File: src/sv/btag_pkg.sv
// Shared types and constants for the blocked transpose address generator.
// Holds register layout, reset values and the walk control group; no dependencies.
`default_nettype none

package btag_pkg;

  localparam int CFG_W      = 13;
  localparam int CFG_IDX_W  = 3;
  localparam int OUT_ADDR_W = 32;

  typedef enum logic [CFG_IDX_W-1:0] {
    REG_OUTER_COUNT = 3'd0,
    REG_ROW_COUNT   = 3'd1,
    REG_COL_COUNT   = 3'd2,
    REG_RUN_LENGTH  = 3'd3,
    REG_TILE_SIZE   = 3'd4
  } cfg_idx_t;

  typedef struct packed {
    logic [CFG_W-1:0] outer_count;
    logic [CFG_W-1:0] row_count;
    logic [CFG_W-1:0] col_count;
    logic [CFG_W-1:0] run_length;
    logic [CFG_W-1:0] tile_size;
  } cfg_regs_t;

  localparam cfg_regs_t CFG_RESET = '{
    outer_count: 13'd320,
    row_count:   13'd100,
    col_count:   13'd8,
    run_length:  13'd64,
    tile_size:   13'd5
  };

  // step: advance after emitting; restart: emit from the first pair; home: rewind
  typedef struct packed {
    logic step;
    logic restart;
    logic home;
  } walk_ctl_t;

endpackage

`default_nettype wire

File: src/sv/btag_prep.sv
// Effective sizes and address strides derived from the size registers.
// Uses btag_pkg; products are formed over two registered steps after a start.
`default_nettype none

module btag_prep #(
  parameter int ADDR_BITS = 32,
  parameter int DIM_BITS  = 12
) (
  input  wire logic                   clk,
  input  wire logic                   rst_n,
  input  wire logic                   start,
  input  wire btag_pkg::cfg_regs_t    cfg,
  output logic [DIM_BITS:0]           eff_outer,
  output logic [DIM_BITS:0]           eff_row,
  output logic [DIM_BITS:0]           eff_col,
  output logic [DIM_BITS:0]           eff_run,
  output logic [DIM_BITS:0]           eff_tile,
  output logic [ADDR_BITS-1:0]        stride_rl,
  output logic [ADDR_BITS-1:0]        stride_cl,
  output logic [ADDR_BITS-1:0]        stride_tl,
  output logic [ADDR_BITS-1:0]        stride_trl,
  output logic [ADDR_BITS-1:0]        stride_tcl,
  output logic [ADDR_BITS-1:0]        stride_vol,
  output logic                        busy
);
  import btag_pkg::*;

  localparam int AW = ADDR_BITS;
  localparam int EW = DIM_BITS + 1;
  localparam int XW = (EW > CFG_W) ? EW : CFG_W;

  typedef enum logic [1:0] {
    PREP_IDLE,
    PREP_PROD,
    PREP_SCALE
  } prep_state_t;

  prep_state_t   state_r;
  logic [AW-1:0] rl_r, cl_r, tl_r, trl_r, tcl_r, vol_r;

  // zero reads as one, anything past 2^DIM_BITS saturates
  function automatic logic [EW-1:0] clamp_dim(input logic [CFG_W-1:0] v);
    logic [XW-1:0] vx;
    logic [XW-1:0] lim;
    vx  = XW'(v);
    lim = XW'(1) << DIM_BITS;
    if (vx == '0) begin
      vx = XW'(1);
    end else if (vx > lim) begin
      vx = lim;
    end
    return vx[EW-1:0];
  endfunction

  assign eff_outer = clamp_dim(cfg.outer_count);
  assign eff_row   = clamp_dim(cfg.row_count);
  assign eff_col   = clamp_dim(cfg.col_count);
  assign eff_run   = clamp_dim(cfg.run_length);
  assign eff_tile  = clamp_dim(cfg.tile_size);

  always_ff @(posedge clk) begin
    if (!rst_n) begin
      state_r <= PREP_PROD;
    end else if (start) begin
      state_r <= PREP_PROD;
    end else begin
      case (state_r)
        PREP_PROD: begin
          rl_r    <= AW'(eff_row) * AW'(eff_run);
          cl_r    <= AW'(eff_col) * AW'(eff_run);
          tl_r    <= AW'(eff_tile) * AW'(eff_run);
          state_r <= PREP_SCALE;
        end
        PREP_SCALE: begin
          trl_r   <= AW'(eff_tile) * rl_r;
          tcl_r   <= AW'(eff_tile) * cl_r;
          vol_r   <= AW'(eff_row) * cl_r;
          state_r <= PREP_IDLE;
        end
        default: begin
          state_r <= PREP_IDLE;
        end
      endcase
    end
  end

  assign stride_rl  = rl_r;
  assign stride_cl  = cl_r;
  assign stride_tl  = tl_r;
  assign stride_trl = trl_r;
  assign stride_tcl = tcl_r;
  assign stride_vol = vol_r;
  assign busy       = (state_r != PREP_IDLE);

endmodule

`default_nettype wire

File: config.mk
export PLATFORM = sky130hd
export DESIGN_NAME = btag_prep
export DESIGN_NICKNAME = d
export VERILOG_FILES = /design/src/sv/btag_pkg.sv /design/src/sv/btag_prep.sv
export SDC_FILE = /design/constraint.sdc
export NUM_CORES = 2
export LEC_CHECK = 0
export BUFFER_PORTS_ARGS = -buffer_cell sky130_fd_sc_hd__buf_2
export CAP_MARGIN = 20
export CORE_MARGIN = 3
export CORE_UTILIZATION = 30
export DETAILED_ROUTE_END_ITERATION = 16
export PLACE_DENSITY = 0.43
export SLEW_MARGIN = 0
export SYNTH_ARGS = -nofsm -noshare
export SYNTH_HDL_FRONTEND = slang
export SYNTH_SLANG_ARGS = --single-unit
File: constraint.sdc
create_clock -name clk -period 31 [get_ports clk]
set_clock_uncertainty 0.05 [all_clocks]
set_input_delay 9.3 -clock clk [delete_from_list [all_inputs] [get_ports clk]]
set_output_delay 9.3 -clock clk [all_outputs]
set_load 0.005 [all_outputs]
[Word-level counts from Yosys, hierarchy flattened]
Cells that the tools add are included.
W data, S select, Z words.
Word-level totals
  output and inout bits: 258
  register bits after elaboration: 176
  word-level logic and storage cells: 42
  input port bits: 68
Cells by class
  reductions and logical operators: 9
  order comparisons: 5
  eq/ne operators: 2
  $mul: 6
  bitwise gates (word level): 2
  mux-type cells: 11
Operators with widths (count)
  $mux W13: 10
  $mul A13 B26 Y32: 3
  $mul A13 B13 Y26: 3
  $gt A13 B13 Y1 const B: 5
  $logic_not A13 Y1: 5
  $reduce_and A3 Y1: 2
  $eq A2 B1 Y1 const B: 1
  $eq A2 B2 Y1 const B: 1
  $mux W2: 1
  $not A1 Y1: 2
  $reduce_bool A2 Y1: 1
  $reduce_or A2 Y1: 1

[Depth between registers and ports, before layout]
  word-level depth: 4
  mapped depth: 26
  depth with buffers taken out: 23

[Worst setup path before layout]
OpenSTA, ideal clock, no wires.
  kind: input port to output port
  start: input port cfg[18] (netlist bit)
  end: output port eff_run[0]
  data arrival time: 10.485 ns
  setup slack: 11.165 ns
  data required time: 21.650 ns
  stages: 6
  path buffers: 2
  cells stage by stage: nor4_1 > a31oi_1 > or2_2 > clkbuf_1 > inv_1 > clkbuf_1
On the way
  longest elaborated chain between the ends: 3
  elaborated cells between the ends (all ways): 4
  classes of those cells: order compare (1); mux (2); reduce/logical (1)
RTL lines
  from (decl): line btag_prep.sv:12  | input wire btag_pkg::cfg_regs_t cfg,
  $gt A13 B13 Y1: line btag_prep.sv:49  | end else if (vx > lim) begin
  $mux W13: line btag_prep.sv:49
  $mux W13 *: line btag_prep.sv:47  | if (vx == '0) begin
  to (decl): line btag_prep.sv:16  | output logic [DIM_BITS:0] eff_run,
Mark *: on every way between the ends. The rest lies on a longest branch, timed or not.

[Final worst setup path]
  start: input port cfg[25] (netlist bit)
  end: output port eff_run[1]
The elaborated chain is that of the path after synthesis.

==> flow_summary.yaml <==
cts:
  clkTransAtPathRegs_ns: 0.10
  postCtsSetupBuffers: 0
  cts_tree: "yes"
  htreeDepth: 4
  cts_sinks: 176
  cts_inserted_buffers: 17
  max-clock-path-buffers: 2
  hold_buffers: 0
  clk_latency_ns: 0.56
  root_buffer: "clkbuf_16"
  cts_resized: 0
critical_path:
  required_ns: 21.65
  cp-end-kind: "output port"
  crit_family: "buffers and inverters"
  cpPeakStageDelay_ns: 0.59
  critPathKind: "input port to output port"
  worstPathArrival_ns: 11.42
  critPathBufInv: 5
  cp_max_fo: 52
  cp_cell_sequence: "buf_2, buf_4, nand2b_1, buf_4, clkinv_1, buf_2"
  cpMaxStageDelayCell: "clkinv_1"
  startpoint_type: "input port"
floorplanning:
  die_h_um: 417
  core-area_um2: 167000
  ios: 326
  initial_core_util_pct: 30.2
  fp-row-count: 150
  dieArea_um2: 174000
  die_w_um: 417
route:
  routedWlPerCell_um: 20.1
  drcViolationCount: 0
  dr.pass1.iters: 5
  vias: 36900
  wl_um: 162000
  via_per_inst: 4.56
  antenna_left: 0
  drt_iter0_drc: 2281
sta:
  slew_headroom_pct: 42.8
  worstMarginPinSlew_ns: 0.858
  rsz0062_at_grt: "no"
  fmax_ghz: 0.0481
  timing.final.setup_violations: 0
  final_max_slew_viol_count: 0
  min_period_over_period_pct: 67.0
  period_minus_slack_ns: 20.77
  final-hold-violation-count: 0
  finalSetupTns_ns: 0
run:
  cap_violations: 0
logic_synthesis:
  ys_seq_area_share_pct: 10.4
  synthCells: 5693
  synth_top_area_cell: "fa_1"
  syn_avg_cell_area_um2: 8.89
  yosys-top-cells-area: "fa_1 (43%), inv_1 (11%), edfxtp_1 (10%)"
  synth-edff-count: 174
  synth.distinct_cells: 73
  synthFlopType: "edfxtp_1"
  syn-cell-area_um2: 50600
  netlist.area_leader.share_pct: 43.4
  synth_async_sr_flop_share_pct: 0
  synth-seq-cells: 176
  yosys_warnings: 0
finish:
  utilization_pct: 33.0
  area_delta_synth_final_pct: 9.10
  drive_above_1_share_pct: 8.21
  layout_common_cells: "inv_1 (1474), fa_1 (1098), nand2_1 (878)"
  final_common_cell: "inv_1"
  fillers: 17900
  fin_nets: 7414
placement:
  dp_hpwl_um: 126000
  gp_congestion: 0.878
  portBuffers: 307
grt:
  first_global_vias: 40500
  grt_pass1_wl_um: 251000
  grt_overflow: 0
  track_usage_pct: 19.2
  grt_antenna_before_repair: 10
  grt_start_max_net_pins: 69
worst_hold_path:
  worstHoldPathType: "register to register"
outcome:
  status: "finished clean"
power_and_ir_drop:
  irDropWorstVdd_mv: 0.0591
  power.leakage_nw: 27.8
  power.density_nw_per_um2: 56.8
-- where the power goes --
part           switching (mW)  internal [mW]  total [mW]
Clock                   0.137          0.108       0.245
Combinational            1.50          0.985        2.49
Sequential             0.0127          0.387       0.400
Total                    1.65           1.48        3.13
-- through the flow --
step                      hold slack [ns]  instances  setup WS, ns  cell area [µm²]  total power, mW
after floorplan                     0.377       5710         11.16            50700             2.19
after global placement              0.420       8043         10.23            54600             2.94
after detailed placement            0.422       8043         10.22            54600             2.94
after CTS                           0.437       8075         10.20            55200             3.21
after global routing                0.463       8075         10.13            55200             3.54
final                               0.441       8076         10.23            55200             3.13
-- registers in the layout, indices dropped and copies added (netlist names) --
signal      flops
stride_vol     32
stride_trl     32
stride_tcl     32
stride_tl      26
stride_cl      26
state_r         2
stride_rl      26
-- layer usage --
metal	wire length [µm]	track usage (%)
met5	0	0
met4	2800	4.01
met3	5780	2.15
met2	81100	33.7
met1	72700	25.6
-- kinds of logic (layout without fill, tap and decap cells) --
kind of cell	count (synthesis)	in the layout	synth area share [%]
simple gates	1758	1758	16.0
xor+xnor	174	174	3.01
fa+ha+maj	1488	1488	53.1
buf+inv	1781	1942	13.3
flops	176	176	10.4
compound gates	315	315	4.09
other cells	1	19	0.00741
-- cell type report --
| class | instances | area (µm²) | area share [%] |
|---|---|---|---|
| Timing Repair Buffer | 408 | 2290 | 4.16 |
| Tap cell | 2204 | 2760 | 5.00 |
| Antenna cell | 1 | 2.50 | 0.00453 |
| Clock inverter | 15 | 166 | 0.301 |
| Multi-Input combinational cell | 3753 | 38600 | 70.0 |
| Clock buffer | 17 | 425 | 0.771 |
| Sequential cell | 176 | 5270 | 9.54 |
| Inverter | 1502 | 5640 | 10.2 |
-- worst reg2reg max path, cell delays in order (launching register included) --
cell	delay, ns
edfxtp_1	0.54
buf_4	0.47
and2_1	0.29
fa_1	0.41
inv_1	0.08
fa_1	0.40
inv_1	0.08
fa_1	0.46
fa_1	0.55
inv_1	0.05
fa_1	0.47
inv_1	0.04
ha_1	0.40
a211o_1	0.35
a21oi_1	0.18
nand2_1	0.08
a31oi_1	0.35
o21ba_1	0.35
o211ai_1	0.25
a31o_1	0.31
a21oi_1	0.18
xnor2_1	0.10
-- path summary, 6_finish.rpt --
kind,startpoint,endpoint,slack (ns),depth (start not counted)
worst min register to register,state_r[1]$_SDFF_PN0_,state_r[1]$_SDFF_PN0_,0.44,1
worst max register to register,stride_cl[13]$_DFFE_PP_,stride_tcl[31]$_DFFE_PP_,24.33,21
worst max-delay path,cfg[25],eff_run[1],10.23,6
worst min-delay path,state_r[1]$_SDFF_PN0_,state_r[1]$_SDFF_PN0_,0.44,1
-- cell usage after synthesis, drive strengths merged, types with 47 or more instances --
cell    number
a21oi       96
o21ai       47
and2       432
nor2       271
inv       1488
fa        1098
edfxtp     174
nand2b      54
clkbuf     247
nand2      878
ha         390
xnor2      139
a21o        58
(Power assumes the default switching activity.)
