### src/sv/btag_pkg.sv
// Shared types and constants for the blocked transpose address generator.
// Holds register layout, reset values and the walk control group; no dependencies.
`default_nettype none

package btag_pkg;

  localparam int CFG_W      = 13;
  localparam int CFG_IDX_W  = 3;
  localparam int OUT_ADDR_W = 32;

  typedef enum logic [CFG_IDX_W-1:0] {
    REG_OUTER_COUNT = 3'd0,
    REG_ROW_COUNT   = 3'd1,
    REG_COL_COUNT   = 3'd2,
    REG_RUN_LENGTH  = 3'd3,
    REG_TILE_SIZE   = 3'd4
  } cfg_idx_t;

  typedef struct packed {
    logic [CFG_W-1:0] outer_count;
    logic [CFG_W-1:0] row_count;
    logic [CFG_W-1:0] col_count;
    logic [CFG_W-1:0] run_length;
    logic [CFG_W-1:0] tile_size;
  } cfg_regs_t;

  localparam cfg_regs_t CFG_RESET = '{
    outer_count: 13'd320,
    row_count:   13'd100,
    col_count:   13'd8,
    run_length:  13'd64,
    tile_size:   13'd5
  };

  // step: advance after emitting; restart: emit from the first pair; home: rewind
  typedef struct packed {
    logic step;
    logic restart;
    logic home;
  } walk_ctl_t;

endpackage

`default_nettype wire

### src/sv/btag_walk.sv
// Loop counters and running address bases of the tiled walk.
// Uses btag_pkg for the control group; strides come from btag_prep.
`default_nettype none

module btag_walk #(
  parameter int ADDR_BITS = 32,
  parameter int DIM_BITS  = 12
) (
  input  wire logic                  clk,
  input  wire logic                  rst_n,
  input  wire btag_pkg::walk_ctl_t   ctl,
  input  wire logic [DIM_BITS:0]     eff_outer,
  input  wire logic [DIM_BITS:0]     eff_row,
  input  wire logic [DIM_BITS:0]     eff_col,
  input  wire logic [DIM_BITS:0]     eff_run,
  input  wire logic [DIM_BITS:0]     eff_tile,
  input  wire logic [ADDR_BITS-1:0]  stride_rl,
  input  wire logic [ADDR_BITS-1:0]  stride_cl,
  input  wire logic [ADDR_BITS-1:0]  stride_tl,
  input  wire logic [ADDR_BITS-1:0]  stride_trl,
  input  wire logic [ADDR_BITS-1:0]  stride_tcl,
  input  wire logic [ADDR_BITS-1:0]  stride_vol,
  output logic [ADDR_BITS-1:0]       src_addr,
  output logic [ADDR_BITS-1:0]       dst_addr,
  output logic                       last
);
  import btag_pkg::*;

  localparam int AW = ADDR_BITS;
  localparam int DW = DIM_BITS;
  localparam int EW = DIM_BITS + 1;

  logic [DW-1:0] outer_idx_r, row_tile_base_r, col_tile_base_r;
  logic [DW-1:0] row_in_tile_r, col_in_tile_r, elem_in_run_r;
  // base addresses at the start of the outer slice, row tile, tile, row and run
  logic [AW-1:0] outer_base_r;
  logic [AW-1:0] src_rt_r, dst_rt_r, src_tile_r, dst_tile_r;
  logic [AW-1:0] src_row_r, dst_row_r, src_run_r, dst_run_r;

  logic [DW-1:0] outer_idx_c, row_tile_base_c, col_tile_base_c;
  logic [DW-1:0] row_in_tile_c, col_in_tile_c, elem_in_run_c;
  logic [AW-1:0] outer_base_c;
  logic [AW-1:0] src_rt_c, dst_rt_c, src_tile_c, dst_tile_c;
  logic [AW-1:0] src_row_c, dst_row_c, src_run_c, dst_run_c;

  logic [DW-1:0] outer_idx_nxt, row_tile_base_nxt, col_tile_base_nxt;
  logic [DW-1:0] row_in_tile_nxt, col_in_tile_nxt, elem_in_run_nxt;
  logic [AW-1:0] outer_base_nxt;
  logic [AW-1:0] src_rt_nxt, dst_rt_nxt, src_tile_nxt, dst_tile_nxt;
  logic [AW-1:0] src_row_nxt, dst_row_nxt, src_run_nxt, dst_run_nxt;

  logic [EW-1:0] elem_p1, ci_p1, ri_p1, c_p1, r_p1, cb_nt, rb_nt, o_p1;
  logic [AW-1:0] stride_l;

  // restart rewinds the position before this pair is emitted
  always_comb begin
    if (ctl.restart) begin
      outer_idx_c     = '0;
      row_tile_base_c = '0;
      col_tile_base_c = '0;
      row_in_tile_c   = '0;
      col_in_tile_c   = '0;
      elem_in_run_c   = '0;
      outer_base_c    = '0;
      src_rt_c        = '0;
      dst_rt_c        = '0;
      src_tile_c      = '0;
      dst_tile_c      = '0;
      src_row_c       = '0;
      dst_row_c       = '0;
      src_run_c       = '0;
      dst_run_c       = '0;
    end else begin
      outer_idx_c     = outer_idx_r;
      row_tile_base_c = row_tile_base_r;
      col_tile_base_c = col_tile_base_r;
      row_in_tile_c   = row_in_tile_r;
      col_in_tile_c   = col_in_tile_r;
      elem_in_run_c   = elem_in_run_r;
      outer_base_c    = outer_base_r;
      src_rt_c        = src_rt_r;
      dst_rt_c        = dst_rt_r;
      src_tile_c      = src_tile_r;
      dst_tile_c      = dst_tile_r;
      src_row_c       = src_row_r;
      dst_row_c       = dst_row_r;
      src_run_c       = src_run_r;
      dst_run_c       = dst_run_r;
    end
  end

  assign stride_l = AW'(eff_run);
  assign src_addr = src_run_c + AW'(elem_in_run_c);
  assign dst_addr = dst_run_c + AW'(elem_in_run_c);

  assign elem_p1 = EW'(elem_in_run_c) + EW'(1);
  assign ci_p1   = EW'(col_in_tile_c) + EW'(1);
  assign ri_p1   = EW'(row_in_tile_c) + EW'(1);
  assign c_p1    = EW'(col_tile_base_c) + ci_p1;
  assign r_p1    = EW'(row_tile_base_c) + ri_p1;
  assign cb_nt   = EW'(col_tile_base_c) + eff_tile;
  assign rb_nt   = EW'(row_tile_base_c) + eff_tile;
  assign o_p1    = EW'(outer_idx_c) + EW'(1);

  always_comb begin
    outer_idx_nxt     = outer_idx_c;
    row_tile_base_nxt = row_tile_base_c;
    col_tile_base_nxt = col_tile_base_c;
    row_in_tile_nxt   = row_in_tile_c;
    col_in_tile_nxt   = col_in_tile_c;
    elem_in_run_nxt   = elem_in_run_c;
    outer_base_nxt    = outer_base_c;
    src_rt_nxt        = src_rt_c;
    dst_rt_nxt        = dst_rt_c;
    src_tile_nxt      = src_tile_c;
    dst_tile_nxt      = dst_tile_c;
    src_row_nxt       = src_row_c;
    dst_row_nxt       = dst_row_c;
    src_run_nxt       = src_run_c;
    dst_run_nxt       = dst_run_c;
    last              = 1'b0;

    if (elem_p1 < eff_run) begin
      elem_in_run_nxt = elem_p1[DW-1:0];
    end else begin
      elem_in_run_nxt = '0;
      // edge tiles clip where the column or row index runs out
      if (ci_p1 < eff_tile && c_p1 < eff_col) begin
        col_in_tile_nxt = ci_p1[DW-1:0];
        src_run_nxt     = src_run_c + stride_l;
        dst_run_nxt     = dst_run_c + stride_rl;
      end else begin
        col_in_tile_nxt = '0;
        if (ri_p1 < eff_tile && r_p1 < eff_row) begin
          row_in_tile_nxt = ri_p1[DW-1:0];
          src_row_nxt     = src_row_c + stride_cl;
          dst_row_nxt     = dst_row_c + stride_l;
          src_run_nxt     = src_row_nxt;
          dst_run_nxt     = dst_row_nxt;
        end else begin
          row_in_tile_nxt = '0;
          if (cb_nt < eff_col) begin
            col_tile_base_nxt = cb_nt[DW-1:0];
            src_tile_nxt      = src_tile_c + stride_tl;
            dst_tile_nxt      = dst_tile_c + stride_trl;
            src_row_nxt       = src_tile_nxt;
            dst_row_nxt       = dst_tile_nxt;
            src_run_nxt       = src_tile_nxt;
            dst_run_nxt       = dst_tile_nxt;
          end else begin
            col_tile_base_nxt = '0;
            if (rb_nt < eff_row) begin
              row_tile_base_nxt = rb_nt[DW-1:0];
              src_rt_nxt        = src_rt_c + stride_tcl;
              dst_rt_nxt        = dst_rt_c + stride_tl;
              src_tile_nxt      = src_rt_nxt;
              dst_tile_nxt      = dst_rt_nxt;
              src_row_nxt       = src_rt_nxt;
              dst_row_nxt       = dst_rt_nxt;
              src_run_nxt       = src_rt_nxt;
              dst_run_nxt       = dst_rt_nxt;
            end else begin
              row_tile_base_nxt = '0;
              if (o_p1 < eff_outer) begin
                outer_idx_nxt  = o_p1[DW-1:0];
                outer_base_nxt = outer_base_c + stride_vol;
              end else begin
                // final pair: the walk wraps to the first pair
                outer_idx_nxt  = '0;
                outer_base_nxt = '0;
                last           = 1'b1;
              end
              src_rt_nxt   = outer_base_nxt;
              dst_rt_nxt   = outer_base_nxt;
              src_tile_nxt = outer_base_nxt;
              dst_tile_nxt = outer_base_nxt;
              src_row_nxt  = outer_base_nxt;
              dst_row_nxt  = outer_base_nxt;
              src_run_nxt  = outer_base_nxt;
              dst_run_nxt  = outer_base_nxt;
            end
          end
        end
      end
    end
  end

  always_ff @(posedge clk) begin
    if (!rst_n || ctl.home) begin
      outer_idx_r     <= '0;
      row_tile_base_r <= '0;
      col_tile_base_r <= '0;
      row_in_tile_r   <= '0;
      col_in_tile_r   <= '0;
      elem_in_run_r   <= '0;
      outer_base_r    <= '0;
      src_rt_r        <= '0;
      dst_rt_r        <= '0;
      src_tile_r      <= '0;
      dst_tile_r      <= '0;
      src_row_r       <= '0;
      dst_row_r       <= '0;
      src_run_r       <= '0;
      dst_run_r       <= '0;
    end else if (ctl.step) begin
      outer_idx_r     <= outer_idx_nxt;
      row_tile_base_r <= row_tile_base_nxt;
      col_tile_base_r <= col_tile_base_nxt;
      row_in_tile_r   <= row_in_tile_nxt;
      col_in_tile_r   <= col_in_tile_nxt;
      elem_in_run_r   <= elem_in_run_nxt;
      outer_base_r    <= outer_base_nxt;
      src_rt_r        <= src_rt_nxt;
      dst_rt_r        <= dst_rt_nxt;
      src_tile_r      <= src_tile_nxt;
      dst_tile_r      <= dst_tile_nxt;
      src_row_r       <= src_row_nxt;
      dst_row_r       <= dst_row_nxt;
      src_run_r       <= src_run_nxt;
      dst_run_r       <= dst_run_nxt;
    end
  end

endmodule

`default_nettype wire

### config.mk
export PLATFORM = sky130hd
export DESIGN_NAME = btag_walk
export DESIGN_NICKNAME = d
export VERILOG_FILES = /design/src/sv/btag_pkg.sv /design/src/sv/btag_walk.sv
export SDC_FILE = /design/constraint.sdc
export NUM_CORES = 2
export LEC_CHECK = 0
export BUFFER_PORTS_ARGS = -buffer_cell sky130_fd_sc_hd__buf_2
export CAP_MARGIN = 20
export CORE_MARGIN = 2
export CORE_UTILIZATION = 42
export CTS_CLUSTER_SIZE = 12
export DETAILED_ROUTE_END_ITERATION = 8
export SLEW_MARGIN = 20
export SYNTH_ARGS = -nofsm -noshare
export SYNTH_HDL_FRONTEND = slang
export SYNTH_SLANG_ARGS = --single-unit
### constraint.sdc
create_clock -name clk -period 6.4 [get_ports clk]
set_input_delay 0.32 -clock clk [delete_from_list [all_inputs] [get_ports clk]]
set_output_delay 0.32 -clock clk [all_outputs]
set_load 0.01 [all_outputs]
### Word level (Yosys, flattened, before mapping)

Index checks and enable logic that the tools add are counted.

| word-level totals | value |
|---|---|
| memory bits (read-only) | 0 |
| bits in registers | 360 |
| word-level logic and storage cells | 122 |
| bits in writable memories | 0 |
| latch bits | 0 |
| memories kept | 0 |

| cells by class | value |
|---|---|
| bitwise gates (word level) | 0 |
| reduce and logical (&&, ||, !) cells | 4 |
| multipliers | 0 |
| shifts and indexed selects | 0 |
| order comparisons | 8 |
| multiplexer cells | 76 |
| add/sub/neg operators | 19 |
| divide/modulo/power cells | 0 |
| eq/ne operators | 0 |

Operators with widths:

| cell | count |
|---|---|
| $mux 32 | 43 |
| $mux 12 | 27 |
| $add 32x32->32 | 7 |
| $lt 13x13->1 | 8 |
| $add 32x12->32 | 2 |
| $add 32x13->32 | 2 |
| $add 12x1->13 const B | 4 |
| $add 12x13->13 | 4 |
| $mux 1 | 6 |
| $logic_and 1x1->1 | 2 |
| $logic_not 1->1 | 1 |
| $logic_or 1x1->1 | 1 |

### Logic depth before layout (Yosys ltp)

| logic depth | value |
|---|---|
| word-level depth | 9 |
| gate-level depth with buffers | 36 |

### Worst setup path after synthesis

No wires, ideal clock.

| path | value |
|---|---|
| path type | input -> register |
| from | in ctl[1] (netlist name) |
| to | reg dst_tile_r[2] |
| stages on the path | 34 |
| data arrival time | 6.839 ns |
| required time | 6.272 ns |
| setup slack | -0.566 ns |
| cells stage by stage | clkbuf_1 > clkbuf_1 > clkbuf_1 > clkbuf_1 > clkbuf_1 > clkbuf_1 > clkbuf_1 > nor2b_1 > ha_1 > fa_1 > a21o_1 > a21oi_1 > o21bai_1 > a21oi_1 > o21bai_1 > a21oi_1 > nor2_1 > a211oi_1 > o21bai_1 > a21oi_1 > xnor2_1 > ha_1 > and4_1 > a221oi_1 > nand2_1 > and2_1 > buf_2 > clkbuf_1 > a32oi_1 > nor2_1 > nor4_1 > o21ai_0 > a21oi_1 > nor2_1 |

| between the ends | value |
|---|---|
| word-level cells in the longest chain between the ends | 9 |
| elaborated cells between the ends (all ways) | 36 |
| classes of those cells | add/sub (11); order compare (8); mux (15); reduce/logical (2) |

RTL lines:

| element | line | RTL |
|---|---|---|
| start, declared | btag_walk.sv:11 | `input wire btag_pkg::walk_ctl_t ctl,` |
| parallel branches: the longest is 8 deep, another holds $add 12x1->13 | -- |  |
| $mux 32 * | btag_walk.sv:123 | `if (elem_p1 < eff_run) begin` |
| end signal, assigned | btag_walk.sv:216 | `dst_tile_r <= dst_tile_nxt;` |
| end, declared | btag_walk.sv:37 | `logic [AW-1:0] src_rt_r, dst_rt_r, src_tile_r, dst_tile_r;` |

Every way passes the cells marked *.
A chain may end at the register's enable or synchronous reset.

### Final worst setup path

| path | value |
|---|---|
| from | reg row_tile_base_r[0] |
| to | reg dst_run_r[24] |

| between the ends | value |
|---|---|
| word-level cells in the longest chain between the ends | 8 |
| elaborated cells between the ends (all ways) | 11 |
| classes of those cells | add/sub (2); order compare (2); mux (6); reduce/logical (1) |

RTL lines:

| element | line | RTL |
|---|---|---|
| start, declared | btag_walk.sv:33 | `logic [DW-1:0] outer_idx_r, row_tile_base_r, col_tile_base_r;` |
| start signal, assigned | btag_walk.sv:207 | `row_tile_base_r <= row_tile_base_nxt;` |
| $mux 12 * | btag_walk.sv:57 | `if (ctl.restart) begin` |
| $add 12x13->13 | btag_walk.sv:102 | `assign rb_nt = EW'(row_tile_base_c) + eff_tile;` |
| $lt 13x13->1 | btag_walk.sv:152 | `if (rb_nt < eff_row) begin` |
| $mux 32 | btag_walk.sv:152 |  |
| $mux 32 | btag_walk.sv:142 | `if (cb_nt < eff_col) begin` |
| $mux 32 * | btag_walk.sv:134 | `if (ri_p1 < eff_tile && r_p1 < eff_row) begin` |
| $mux 32 * | btag_walk.sv:128 | `if (ci_p1 < eff_tile && c_p1 < eff_col) begin` |
| $mux 32 * | btag_walk.sv:123 |  |
| end signal, assigned | btag_walk.sv:220 | `dst_run_r <= dst_run_nxt;` |
| end, declared | btag_walk.sv:38 | `logic [AW-1:0] src_row_r, dst_row_r, src_run_r, dst_run_r;` |

Every way passes the cells marked *; elsewhere a longest branch is shown, timed or not.

==> metrics.txt <==
Critical path buffers and inverters=3; final setup fails=0; port bufs=326; Die Y=298 um; Gate power share=18.4%; clk sinks=360; Clock Pin Slew Worst Setup and Hold Paths=60 ps; number of synthesized flops with an enable pin=0; largest net degree at the start of global routing=167; Final GP Congestion=1.01; Die Width=298 um; Reg power frac=35.4%; Critical Setup Path Class=flip-flop to flip-flop; CP max FO=24; delay-heaviest family, CP=compound AO/OA/AOI/OAI gates; RSZ-0062 raised after global routing=yes; placed inst area=39600 um^2; worst-case clock buffer depth=3; first-pass GRT wire length=209000 um; Hold Vio Cnt, Final=0; Slew @ Worst Pin=1050 ps; worst hold-check path type=input port to flip-flop; setup ws final=172 ps; CTS root buffer=clkbuf_16; Worst Path Required=6820 ps; Worst Setup SP=row_tile_base_r[0]$_SDFFE_PP0P_; TritonCTS buffer count=46; reg2reg start=row_tile_base_r[0]$_SDFFE_PP0P_; most frequent cells in the layout=515 x nor2_1, 420 x ha_1, 415 x a21oi_1; Worst Skew=25.9 ps; asr flop ratio synth=0%; final wirelength=139000 um; Yosys top cell area share=19.9%; Synth Flop Type=dfxtp_1; Hold Worst Slack=144 ps; Mapped Cells=4862; GRT Resource Usage Total=30.0%; Distinct cells, synth=86; core area=85300 um^2; worst skew pair latency=600 ps; Via density=5.90; startpoint types=flip-flop; full die area=88700 um^2; Rel. slew slack=29.8%; Critical Path AT=6650 ps; Synth area leaders=dfxtp_1 20%, ha_1 14%, nor2b_1 5.8%; CTS tree=done; final period utilization=97.3%; CP dominant cell by count=a21oi_1; Initial Util=42.5%; Ys Warns=0; dominant cell type by area after synthesis=dfxtp_1; Max Freq=0.161 GHz; ratio of cells with drive above 1 in the final layout=11.6%; DRT iter0 DRCs=3169; Residual DRC=0; dpl ws=-211 ps; routed wire length per instance=22.0 um; final std cells w/o fill=6305; Final Cell Area=41300 um^2; Worst VDD drop=0.175 mV; HPWL after DPL=108000 um; Ports=327; hold path start=rst_n; antenna violations before repair=6; Final ANT Viol Nets=0; syn nets=5559; Final Util=48.4%; leading cell type in the layout, fill and taps excluded=nor2_1; NetSw=1.95 mW; DP Cell Count=6218; Final #Nets=5820; synthesized flop and latch total=360; sequential fraction of the synthesis area=19.9%; total congestion overflow=0; # hold bufs at CTS=0; max cap viols=0; Area Overhead vs Synth=13.9%; vias in the first global route=35100; Slew Viols, Final=0; outcome=completed; Slowest cell on crit path=a311oi_1; Initial DRT Pass Iterations=5; Avg Inst Size Synth=7.46 um^2; Rows=107; Final min period=6230 ps; vias post-DR=37200; Pint=4.44 mW; switching share of power=30.5%; Worst path max stage delay=610 ps; Netlist Area Pre-Place=36200 um^2; Cell Pwr Density=155 nW/um^2; clock group share of total power=46.2%; CP endpoint kind=flip-flop; LEAKAGE=18.6 nW; H-Tree Depth=2
## cells by family after synthesis
family | Yosys count | synth area share [%]
flops | 360 | 19.9
buf+inv | 389 | 4.06
xor+xnor | 360 | 8.70
compound gates | 1522 | 27.1
simple gates | 1756 | 23.8
mux | 40 | 1.15
fa+ha+maj | 435 | 15.3
## worst min-delay path: stages
cell      delay, ps
buf_2           120
nand2b_4        140
o21ai_0         100
## sequential cells by signal, summed over array words and instances (netlist names)
| register | count |
|---|---|
| dst_run_r | 32 |
| outer_base_r | 32 |
| elem_in_run_r | 12 |
| dst_rt_r | 32 |
| src_row_r | 32 |
| dst_tile_r | 32 |
| row_tile_base_r | 12 |
| src_rt_r | 32 |
| col_in_tile_r | 12 |
| src_tile_r | 32 |
| outer_idx_r | 12 |
| src_run_r | 32 |
| col_tile_base_r | 12 |
| row_in_tile_r | 12 |
| dst_row_r | 32 |
## path summary, 6_finish.rpt
check	end	depth (start not counted)	slack (ps)
max reg2reg	dst_run_r[24]$_SDFFE_PP0P_	28	170
min reg2reg	dst_tile_r[16]$_SDFFE_PP0P_	2	430
min	src_run_r[20]$_SDFFE_PP0P_	3	140
max	dst_run_r[24]$_SDFFE_PP0P_	28	170
## area by class of cell
class,count,area (um^2)
fillers,8656,44000
multi-input cells,4113,27700
flip-flops and latches,360,7210
repair buffers,442,2650
well taps,1144,1430
clock buffers,62,1360
inverters,160,601
clock inverters,20,317
diodes,4,10.0
## power groups by stage
stage / Combinational (mW) / Sequential (mW) / Clock (mW)
after global routing: 1.25 / 2.26 / 3.06
after detailed placement: 1.14 / 2.31 / 0
after floorplan: 0.633 / 2.30 / 0
after global placement: 1.14 / 2.31 / 0
final: 1.18 / 2.26 / 2.95
after CTS: 1.15 / 2.26 / 2.97
## timing repair
action,4_1_cts,5_1_grt
pin swaps,1,0
resized for setup,0,7
buffers inserted,1,0
endpoints found under the setup margin,1,14
## metrics by stage
step	setup TNS [ps]	power (mW)
after floorplan	0	2.94
after global placement	-177	3.45
after detailed placement	-1950	3.45
after CTS	0	6.37
after global routing	-638	6.57
final	0	6.39
## metal layers
metal	wire, um	track usage [%]	part of all wire (%)	up-vias
met5	13	0	0.0094	-
met1	63700	42.1	46	17600
met4	4330	8.99	3.1	2
met3	9750	3.45	7.0	190
met2	60900	48.0	44	1394
li1	-	-	-	18000
## cells in the mapped netlist (19+ instances only)
cell type / n
nor2_1: 518
ha_1: 420
a21oi_1: 417
nand2_1: 388
dfxtp_1: 360
nor2b_1: 338
o21ai_0: 311
clkbuf_1: 199
xnor2_1: 194
xor2_1: 166
a22oi_1: 165
a21o_1: 159
inv_1: 159
nand3_1: 118
nor3_1: 80
nand2b_1: 73
a31oi_1: 53
a211oi_1: 49
and3_1: 48
nand4_1: 45
o21a_1: 42
a22o_1: 36
o21bai_1: 33
and2_1: 32
o211ai_1: 32
mux2i_1: 27
o31ai_1: 26
buf_1: 21
a221oi_1: 19
or2_2: 19
Power figures use the tool's default switching activity.
